**src/hdl/ilt_pkg.sv**
```systemverilog
// ----------------------------------------------------------------------------
// INI line tokenizer package
// Phase codes, token, line and error codes, byte constants, state and result types and byte class decoders.
// ----------------------------------------------------------------------------
`default_nettype none

package ilt_pkg;

  typedef enum logic [10:0] {
    PH_LEAD      = 11'b000_0000_0001,
    PH_SEC_FIRST = 11'b000_0000_0010,
    PH_SEC_NAME  = 11'b000_0000_0100,
    PH_OPT_NAME  = 11'b000_0000_1000,
    PH_PRE_EQ    = 11'b000_0001_0000,
    PH_POST_EQ   = 11'b000_0010_0000,
    PH_UNQ       = 11'b000_0100_0000,
    PH_QUOTED    = 11'b000_1000_0000,
    PH_Q_ESC     = 11'b001_0000_0000,
    PH_TRAIL     = 11'b010_0000_0000,
    PH_IGNORE    = 11'b100_0000_0000
  } phase_t;

  localparam logic [1:0] TK_SEC  = 2'd0;
  localparam logic [1:0] TK_OPT  = 2'd1;
  localparam logic [1:0] TK_VAL  = 2'd2;
  localparam logic [1:0] TK_DONE = 2'd3;

  localparam logic [1:0] LK_EMPTY   = 2'd0;
  localparam logic [1:0] LK_SECTION = 2'd1;
  localparam logic [1:0] LK_OPTION  = 2'd2;
  localparam logic [1:0] LK_UNREC   = 2'd3;

  localparam logic [2:0] ERR_OK        = 3'd0;
  localparam logic [2:0] ERR_BAD_START = 3'd1;
  localparam logic [2:0] ERR_SEC_ALPHA = 3'd2;
  localparam logic [2:0] ERR_NO_CLOSE  = 3'd3;
  localparam logic [2:0] ERR_NO_EQ     = 3'd4;
  localparam logic [2:0] ERR_NO_VALUE  = 3'd5;
  localparam logic [2:0] ERR_NO_QUOTE  = 3'd6;
  localparam logic [2:0] ERR_TRAILING  = 3'd7;

  localparam logic [7:0] CH_SPACE  = 8'h20;
  localparam logic [7:0] CH_TAB    = 8'h09;
  localparam logic [7:0] CH_LF     = 8'h0A;
  localparam logic [7:0] CH_CR     = 8'h0D;
  localparam logic [7:0] CH_SEMI   = 8'h3B;
  localparam logic [7:0] CH_HASH   = 8'h23;
  localparam logic [7:0] CH_PCT    = 8'h25;
  localparam logic [7:0] CH_EQ     = 8'h3D;
  localparam logic [7:0] CH_LBRK   = 8'h5B;
  localparam logic [7:0] CH_RBRK   = 8'h5D;
  localparam logic [7:0] CH_BSLASH = 8'h5C;
  localparam logic [7:0] CH_DQUOTE = 8'h22;
  localparam logic [7:0] CH_SQUOTE = 8'h27;
  localparam logic [7:0] CH_BTICK  = 8'h60;
  localparam logic [7:0] CH_UNDER  = 8'h5F;
  localparam logic [7:0] CH_DOT    = 8'h2E;
  localparam logic [7:0] CH_COMMA  = 8'h2C;
  localparam logic [7:0] CH_MINUS  = 8'h2D;
  localparam logic [7:0] CH_PLUS   = 8'h2B;
  localparam logic [7:0] CH_NUL    = 8'h00;

  typedef struct packed {
    phase_t     phase;
    logic [1:0] line_class;
    logic [2:0] pend_err;
  } state_t;

  localparam state_t STATE_RESET = '{phase: PH_LEAD, line_class: LK_EMPTY,
                                     pend_err: ERR_OK};

  typedef struct packed {
    logic [1:0] token_kind;
    logic [7:0] out_char;
    logic [1:0] line_kind;
    logic [2:0] error_code;
  } result_t;

  function automatic logic is_space(input logic [7:0] c);
    return (c == CH_SPACE) || (c == CH_TAB) || (c == CH_LF) || (c == CH_CR);
  endfunction

  function automatic logic is_comment(input logic [7:0] c);
    return (c == CH_SEMI) || (c == CH_HASH) || (c == CH_PCT);
  endfunction

  function automatic logic is_alpha(input logic [7:0] c);
    return (c >= 8'h41 && c <= 8'h5A) || (c >= 8'h61 && c <= 8'h7A) || (c == CH_UNDER);
  endfunction

  function automatic logic is_name(input logic [7:0] c);
    return !is_space(c) && (c != CH_DQUOTE) && (c != CH_SQUOTE) && (c != CH_BTICK) &&
           (c != CH_EQ) && (c != CH_LBRK) && (c != CH_RBRK);
  endfunction

  function automatic logic is_unquoted(input logic [7:0] c);
    return is_alpha(c) || (c >= 8'h30 && c <= 8'h39) || (c == CH_DOT) ||
           (c == CH_COMMA) || (c == CH_MINUS) || (c == CH_PLUS);
  endfunction

endpackage

`default_nettype wire

```
**src/hdl/ilt_step.sv**
```systemverilog
// ----------------------------------------------------------------------------
// INI line tokenizer step
// Decodes one byte or line end against the current phase and gives the next
// line state and the token, if any, that the byte produces.
// ----------------------------------------------------------------------------
`default_nettype none

module ilt_step (
  input  var ilt_pkg::state_t  st,
  input  wire logic [7:0]      ch,
  input  wire logic            eol,
  output ilt_pkg::state_t      st_nxt,
  output logic                 emit,
  output ilt_pkg::result_t     res
);

  logic [2:0] end_err;

  always_comb begin
    end_err = st.pend_err;
    case (st.phase)
      ilt_pkg::PH_SEC_FIRST: end_err = ilt_pkg::ERR_SEC_ALPHA;
      ilt_pkg::PH_SEC_NAME:  end_err = ilt_pkg::ERR_NO_CLOSE;
      ilt_pkg::PH_OPT_NAME,
      ilt_pkg::PH_PRE_EQ:    end_err = ilt_pkg::ERR_NO_EQ;
      ilt_pkg::PH_POST_EQ:   end_err = ilt_pkg::ERR_NO_VALUE;
      ilt_pkg::PH_QUOTED,
      ilt_pkg::PH_Q_ESC:     end_err = ilt_pkg::ERR_NO_QUOTE;
      default:               end_err = st.pend_err;
    endcase
  end

  always_comb begin
    st_nxt         = st;
    emit           = 1'b0;
    res.token_kind = ilt_pkg::TK_VAL;
    res.out_char   = ch;
    res.line_kind  = ilt_pkg::LK_EMPTY;
    res.error_code = ilt_pkg::ERR_OK;
    if (eol) begin
      emit           = 1'b1;
      res.token_kind = ilt_pkg::TK_DONE;
      res.out_char   = ilt_pkg::CH_NUL;
      res.line_kind  = st.line_class;
      res.error_code = end_err;
      st_nxt         = ilt_pkg::STATE_RESET;
    end else begin
      case (st.phase)
        ilt_pkg::PH_LEAD: begin
          if (ilt_pkg::is_space(ch)) begin
            st_nxt.phase = ilt_pkg::PH_LEAD;
          end else if (ilt_pkg::is_comment(ch)) begin
            st_nxt.phase = ilt_pkg::PH_IGNORE;
          end else if (ch == ilt_pkg::CH_LBRK) begin
            st_nxt.line_class = ilt_pkg::LK_SECTION;
            st_nxt.phase      = ilt_pkg::PH_SEC_FIRST;
          end else if (ilt_pkg::is_alpha(ch)) begin
            st_nxt.line_class = ilt_pkg::LK_OPTION;
            st_nxt.phase      = ilt_pkg::PH_OPT_NAME;
            emit              = 1'b1;
            res.token_kind    = ilt_pkg::TK_OPT;
          end else begin
            st_nxt.line_class = ilt_pkg::LK_UNREC;
            st_nxt.pend_err   = ilt_pkg::ERR_BAD_START;
            st_nxt.phase      = ilt_pkg::PH_IGNORE;
          end
        end
        ilt_pkg::PH_SEC_FIRST: begin
          if (ilt_pkg::is_alpha(ch)) begin
            st_nxt.phase   = ilt_pkg::PH_SEC_NAME;
            emit           = 1'b1;
            res.token_kind = ilt_pkg::TK_SEC;
          end else begin
            st_nxt.pend_err = ilt_pkg::ERR_SEC_ALPHA;
            st_nxt.phase    = ilt_pkg::PH_IGNORE;
          end
        end
        ilt_pkg::PH_SEC_NAME: begin
          if (ilt_pkg::is_name(ch)) begin
            emit           = 1'b1;
            res.token_kind = ilt_pkg::TK_SEC;
          end else if (ch == ilt_pkg::CH_RBRK) begin
            st_nxt.phase = ilt_pkg::PH_IGNORE;
          end else begin
            st_nxt.pend_err = ilt_pkg::ERR_NO_CLOSE;
            st_nxt.phase    = ilt_pkg::PH_IGNORE;
          end
        end
        ilt_pkg::PH_OPT_NAME: begin
          if (ilt_pkg::is_name(ch)) begin
            emit           = 1'b1;
            res.token_kind = ilt_pkg::TK_OPT;
          end else if (ilt_pkg::is_space(ch)) begin
            st_nxt.phase = ilt_pkg::PH_PRE_EQ;
          end else if (ch == ilt_pkg::CH_EQ) begin
            st_nxt.phase = ilt_pkg::PH_POST_EQ;
          end else begin
            st_nxt.pend_err = ilt_pkg::ERR_NO_EQ;
            st_nxt.phase    = ilt_pkg::PH_IGNORE;
          end
        end
        ilt_pkg::PH_PRE_EQ: begin
          if (ilt_pkg::is_space(ch)) begin
            st_nxt.phase = ilt_pkg::PH_PRE_EQ;
          end else if (ch == ilt_pkg::CH_EQ) begin
            st_nxt.phase = ilt_pkg::PH_POST_EQ;
          end else begin
            st_nxt.pend_err = ilt_pkg::ERR_NO_EQ;
            st_nxt.phase    = ilt_pkg::PH_IGNORE;
          end
        end
        ilt_pkg::PH_POST_EQ: begin
          if (ilt_pkg::is_space(ch)) begin
            st_nxt.phase = ilt_pkg::PH_POST_EQ;
          end else if (ch == ilt_pkg::CH_DQUOTE) begin
            st_nxt.phase = ilt_pkg::PH_QUOTED;
          end else if (ilt_pkg::is_unquoted(ch)) begin
            st_nxt.phase = ilt_pkg::PH_UNQ;
            emit         = 1'b1;
          end else if (ilt_pkg::is_comment(ch)) begin
            st_nxt.phase = ilt_pkg::PH_IGNORE;
          end else begin
            st_nxt.pend_err = ilt_pkg::ERR_TRAILING;
            st_nxt.phase    = ilt_pkg::PH_IGNORE;
          end
        end
        ilt_pkg::PH_UNQ: begin
          if (ilt_pkg::is_unquoted(ch)) begin
            emit = 1'b1;
          end else if (ilt_pkg::is_space(ch)) begin
            st_nxt.phase = ilt_pkg::PH_TRAIL;
          end else if (ilt_pkg::is_comment(ch)) begin
            st_nxt.phase = ilt_pkg::PH_IGNORE;
          end else begin
            st_nxt.pend_err = ilt_pkg::ERR_TRAILING;
            st_nxt.phase    = ilt_pkg::PH_IGNORE;
          end
        end
        ilt_pkg::PH_QUOTED: begin
          if (ch == ilt_pkg::CH_DQUOTE) begin
            st_nxt.phase = ilt_pkg::PH_TRAIL;
          end else if (ch == ilt_pkg::CH_BSLASH) begin
            st_nxt.phase = ilt_pkg::PH_Q_ESC;
          end else begin
            emit = 1'b1;
          end
        end
        ilt_pkg::PH_Q_ESC: begin
          st_nxt.phase = ilt_pkg::PH_QUOTED;
          emit         = 1'b1;
        end
        ilt_pkg::PH_TRAIL: begin
          if (ilt_pkg::is_space(ch)) begin
            st_nxt.phase = ilt_pkg::PH_TRAIL;
          end else if (ilt_pkg::is_comment(ch)) begin
            st_nxt.phase = ilt_pkg::PH_IGNORE;
          end else begin
            st_nxt.pend_err = ilt_pkg::ERR_TRAILING;
            st_nxt.phase    = ilt_pkg::PH_IGNORE;
          end
        end
        default: begin
          st_nxt.phase = ilt_pkg::PH_IGNORE;
        end
      endcase
    end
  end

endmodule

`default_nettype wire

```
**src/hdl/ini_line_tokenizer.sv**
```systemverilog
// Each transfer is captured in the input register, and its result in the output register.
// Throughput: one byte or line end per cycle while the output is not stalled; the phase update is a single decode step.
// Bytes that produce no token are absorbed without a result transfer.
// Reset (rst_n low, synchronous) empties both registers and returns the line
// state to the leading-whitespace phase with no error.
// ----------------------------------------------------------------------------
// INI line tokenizer
// Splits INI text into section name, option name and value bytes and reports
// the line kind and first error at each line end.
// ----------------------------------------------------------------------------
`default_nettype none

module ini_line_tokenizer (
  input  wire logic       clk,
  input  wire logic       rst_n,
  input  wire logic       in_valid,
  output logic            in_stall,
  input  wire logic [7:0] in_char_code,
  input  wire logic       in_line_end,
  output logic            out_valid,
  input  wire logic       out_stall,
  output logic [1:0]      out_token_kind,
  output logic [7:0]      out_char,
  output logic [1:0]      out_line_kind,
  output logic [2:0]      out_error_code
);

  logic              s1_valid_r;
  logic [7:0]        s1_char_r;
  logic              s1_eol_r;
  ilt_pkg::state_t   state_r;
  ilt_pkg::state_t   state_nxt;
  logic              step_emit;
  ilt_pkg::result_t  step_res;
  logic              out_valid_r;
  ilt_pkg::result_t  out_res_r;
  logic              out_free;
  logic              step_fire;

  assign out_free  = !out_valid_r || !out_stall;
  assign step_fire = s1_valid_r && out_free;
  assign in_stall  = s1_valid_r && !out_free;

  ilt_step u_step (
    .st     (state_r),
    .ch     (s1_char_r),
    .eol    (s1_eol_r),
    .st_nxt (state_nxt),
    .emit   (step_emit),
    .res    (step_res)
  );

  always_ff @(posedge clk) begin
    if (!rst_n) begin
      s1_valid_r  <= 1'b0;
      out_valid_r <= 1'b0;
      state_r     <= ilt_pkg::STATE_RESET;
    end else begin
      if (!in_stall) begin
        s1_valid_r <= in_valid;
      end
      if (out_free) begin
        out_valid_r <= s1_valid_r && step_emit;
      end
      if (step_fire) begin
        state_r <= state_nxt;
      end
    end
  end

  always_ff @(posedge clk) begin
    if (in_valid && !in_stall) begin
      s1_char_r <= in_char_code;
      s1_eol_r  <= in_line_end;
    end
    if (step_fire && step_emit) begin
      out_res_r <= step_res;
    end
  end

  assign out_valid      = out_valid_r;
  assign out_token_kind = out_res_r.token_kind;
  assign out_char       = out_res_r.out_char;
  assign out_line_kind  = out_res_r.line_kind;
  assign out_error_code = out_res_r.error_code;

endmodule

`default_nettype wire

```
**config.mk**
```make
export PLATFORM = sky130hd
export DESIGN_NAME = ini_line_tokenizer
export DESIGN_NICKNAME = d
export VERILOG_FILES = /design/src/hdl/ilt_pkg.sv /design/src/hdl/ilt_step.sv /design/src/hdl/ini_line_tokenizer.sv
export SDC_FILE = /design/constraint.sdc
export NUM_CORES = 1
export LEC_CHECK = 0
export BUFFER_PORTS_ARGS = -buffer_cell sky130_fd_sc_hd__buf_2
export CAP_MARGIN = 20
export CORE_MARGIN = 10
export CORE_UTILIZATION = 50
export DETAILED_ROUTE_END_ITERATION = 12
export PLACE_DENSITY = 0.7
export SYNTH_ARGS = -nofsm -noshare
export SYNTH_HDL_FRONTEND = slang
export SYNTH_SLANG_ARGS = --single-unit
export TNS_END_PERCENT = 30
```
**constraint.sdc**
```tcl
create_clock -name clk -period 4.5 [get_ports clk]
set_clock_uncertainty 0.1 [all_clocks]
set_input_delay 0.9 -clock clk [delete_from_list [all_inputs] [get_ports clk]]
set_output_delay 0.9 -clock clk [all_outputs]
set_load 0.01 [all_outputs]
```
==> reports/summary.txt <==
Die H -> 90.75 um
area leader, netlist -> edfxtp_1
number of synthesized flops with an enable pin -> 24
via count -> 2194
Vias/cell -> 6.044
layout cells sized above 1 -> 17.91%
TritonRoute pass-1 iters -> 5
Worst Max-Slew Pin Slew -> 981.1 ps
Die X -> 90.75 um
Static Leakage -> 0.9601 nW
max-cap viol count -> 0
Core ar. -> 4786 um^2
Setup violations, final -> 0
Initial DRC Count -> 223
antenna cells -> 0
unique cell type count in the Yosys netlist -> 57
clock latency at the later pin of the worst-skew pair -> 290 ps
post-synthesis area per instance -> 9.133 um^2
Initial Utilization -> 52.29%
Net count, final -> 308
Reg clk slew, reported paths -> 80 ps
syn nets -> 287
pwr dens -> 274.7 nW/um^2
DP Wirelength -> 4.279 mm
initial antenna violation count -> 0
sequential fraction of the synthesis area -> 43.20%
post-cts repair resize count -> 0
status -> finished, final reports clean
clock power share -> 30.5%
Seq. cell area -> 1081 um^2
max-slew violation count -> 0
# DRC -> 0
internal power -> 562.0 uW
mapped cell area -> 2502 um^2
Worst EP arrival -> 3470 ps
crit end category -> register
fin crit share -> 74.34%
Layout area overhead -> 10.55%
CTS buffer count -> 5
Port Buf Inserts -> 29
fmax -> 298.9 MHz
CP max stage cell -> or4_4
Synth top area share -> 28.80%
P_sw -> 197.9 uW
number of antenna-violating nets in the routed design -> 0
RSZ-0062 raised after global routing -> no
Root Buffer -> clkbuf_8
Logic pwr share -> 11.8%
number of global-route vias before repair -> 2073
Max VDD drop -> 0.0001232 V
sw frac -> 26.04%
Multi-input gate area -> 1345 um^2
FF+latch count, synth -> 42
Required @ worst endpoint -> 4620 ps
crit-path max cell delay -> 620 ps
cell with the most instances after synthesis -> edfxtp_1
die area -> 8235 um^2
synth top area cells -> edfxtp_1, dfxtp_1, a21oi_1
relative slew slack -> 34.39%
largest net degree at the start of global routing -> 25
number of clock sinks -> 42
# H-tree levels -> 2
Hold Violations, Final -> 0
Layout fillers -> 444
CTS tree -> done
GR Overflow Total -> 0
crit path time final -> 3345 ps
Longest Clk Path Bufs -> 2
Hold Buf Count CTS -> 0
Reg power frac -> 57.7%
async set-reset flop share out of synthesis -> 0%
Mapped Cells -> 274
first-pass GRT wire length -> 10.25 mm
Critical Path Fanout Max -> 18
cell breakdown of the critical path -> or4_4 > o2111a_1 > a2bb2oi_4 > nand2_4 > a221o_1 > or4_1 > a21oi_1
worst hold path class -> reg2reg
Synthesis Warnings -> 0
Commonest cells post-synth -> edfxtp_1, a21oi_1, nor2_1, dfxtp_1, o21ai_0
CP startpoint kind -> register
DRT Wirelength -> 5.895 mm
ys flop type -> edfxtp_1
Fin Setup TNS -> 0 ps
total setup buffers inserted after CTS -> 0
wire length per cell -> 16.24 um
critical path class -> reg2reg
Pwr Total -> 759.9 uW
Std-Cell Rows -> 25
GP Congestion -> 0.9145
worst reg2reg setup slack -> 1150 ps
top-level I/O count -> 30
gr usage total -> 14.52%
[final timing paths]
check                          start                        to  depth (start not counted)
max           s1_char_r[3]$_DFFE_PP_  state_r[12]$_SDFFE_PN0P_                          7
max reg2reg   s1_char_r[3]$_DFFE_PP_  state_r[12]$_SDFFE_PN0P_                          7
min reg2reg  state_r[4]$_SDFFE_PN0P_   state_r[4]$_SDFFE_PN0P_                          2
min          state_r[4]$_SDFFE_PN0P_   state_r[4]$_SDFFE_PN0P_                          2
[routing by layer]
| metal | track usage [%] | part of all wire [%] |
|---|---|---|
| met4 | 4.907 | 1.5 |
| met3 | 4.156 | 8.9 |
| met5 | 0 | 0 |
| met1 | 19.57 | 47 |
| met2 | 21.51 | 43 |
[power groups by stage]
stage | clock [mW] | combinational (mW) | sequential [mW]
detailed placement | 0 | 0.0885 | 0.447
global route | 0.253 | 0.0996 | 0.441
global placement | 0 | 0.0879 | 0.446
floorplan | 0 | 0.0723 | 0.437
finish | 0.232 | 0.0895 | 0.439
CTS | 0.240 | 0.0889 | 0.438
[cells in the final DEF (no fill, tap or decap), types with 2 or more instances in the layout]
master	netlist	layout
a31oi_1	4	3
o22ai_1	2	2
nor3b_1	5	5
nand2b_1	7	7
and2_1	5	5
o211ai_1	5	5
a22oi_1	3	3
nor3_1	10	10
and4_1	2	2
xor2_1	4	4
or2_2	2	2
buf_2	3	29
o21ai_0	17	17
o21a_1	2	2
inv_1	5	5
and4b_1	2	2
nor4_1	7	7
edfxtp_1	24	24
nand4_1	9	9
xnor2_1	2	2
dfxtp_1	18	18
a21oi_1	21	21
and3_1	4	4
nand3b_1	3	3
nor2_1	21	21
nand2_1	10	10
nand3_1	16	16
nor4b_1	4	4
nor2b_1	12	12
or4_1	2	2
or3b_2	4	4
o22a_1	2	2
clkbuf_8	0	5
[logic make-up after synthesis]
| logic type | after synthesis | share of synthesized area, % |
|---|---|---|
| xor+xnor | 6 | 2.100 |
| compound gates | 72 | 19.50 |
| mux | 1 | 0.4500 |
| buf+inv | 21 | 3.300 |
| flops | 42 | 43.20 |
| simple gates | 132 | 31.45 |
[flip-flops by register name, indices dropped and copies added (netlist names)]
name and count:
out_line_kind 2, out_token_kind 2, s1_valid_r 1, out_valid 1, out_char 8, s1_eol_r 1
s1_char_r 8, state_r 16, out_error_code 3
[critical path: cells and delay by family, from the launching register on]
| family | cells | cell delay, ps |
|---|---|---|
| AND/OR/NAND/NOR | 3 | 1310 |
| AO/OA/AOI/OAI | 4 | 1260 |
| flip-flops | 1 | 600 |
[area by class of cell]
cell class | count | share of cell area, %
inverters | 5 | 0.6784
multi-input cells | 211 | 48.62
flip-flops and latches | 42 | 39.08
repair buffers | 30 | 5.518
well taps | 67 | 3.030
clock buffers | 5 | 2.488
clock inverters | 3 | 0.5880
[through the flow]
| stage | hold WS [ps] | utilization [%] | setup WS, ps | area (um^2) | cells |
|---|---|---|---|---|---|
| after floorplan | 370.6 | - | 1478 | 2502 | 274 |
| after global placement | 395.8 | 56.03 | 1290 | 2681 | 355 |
| after detailed placement | 397.2 | 56.03 | 1228 | 2681 | 355 |
| after CTS | 416.3 | 57.80 | 1207 | 2766 | 363 |
| after global routing | 429.9 | 57.80 | 849.8 | 2766 | 363 |
| final | 410.1 | 57.80 | 1155 | 2766 | 363 |
Power figures use the tool's default switching activity.
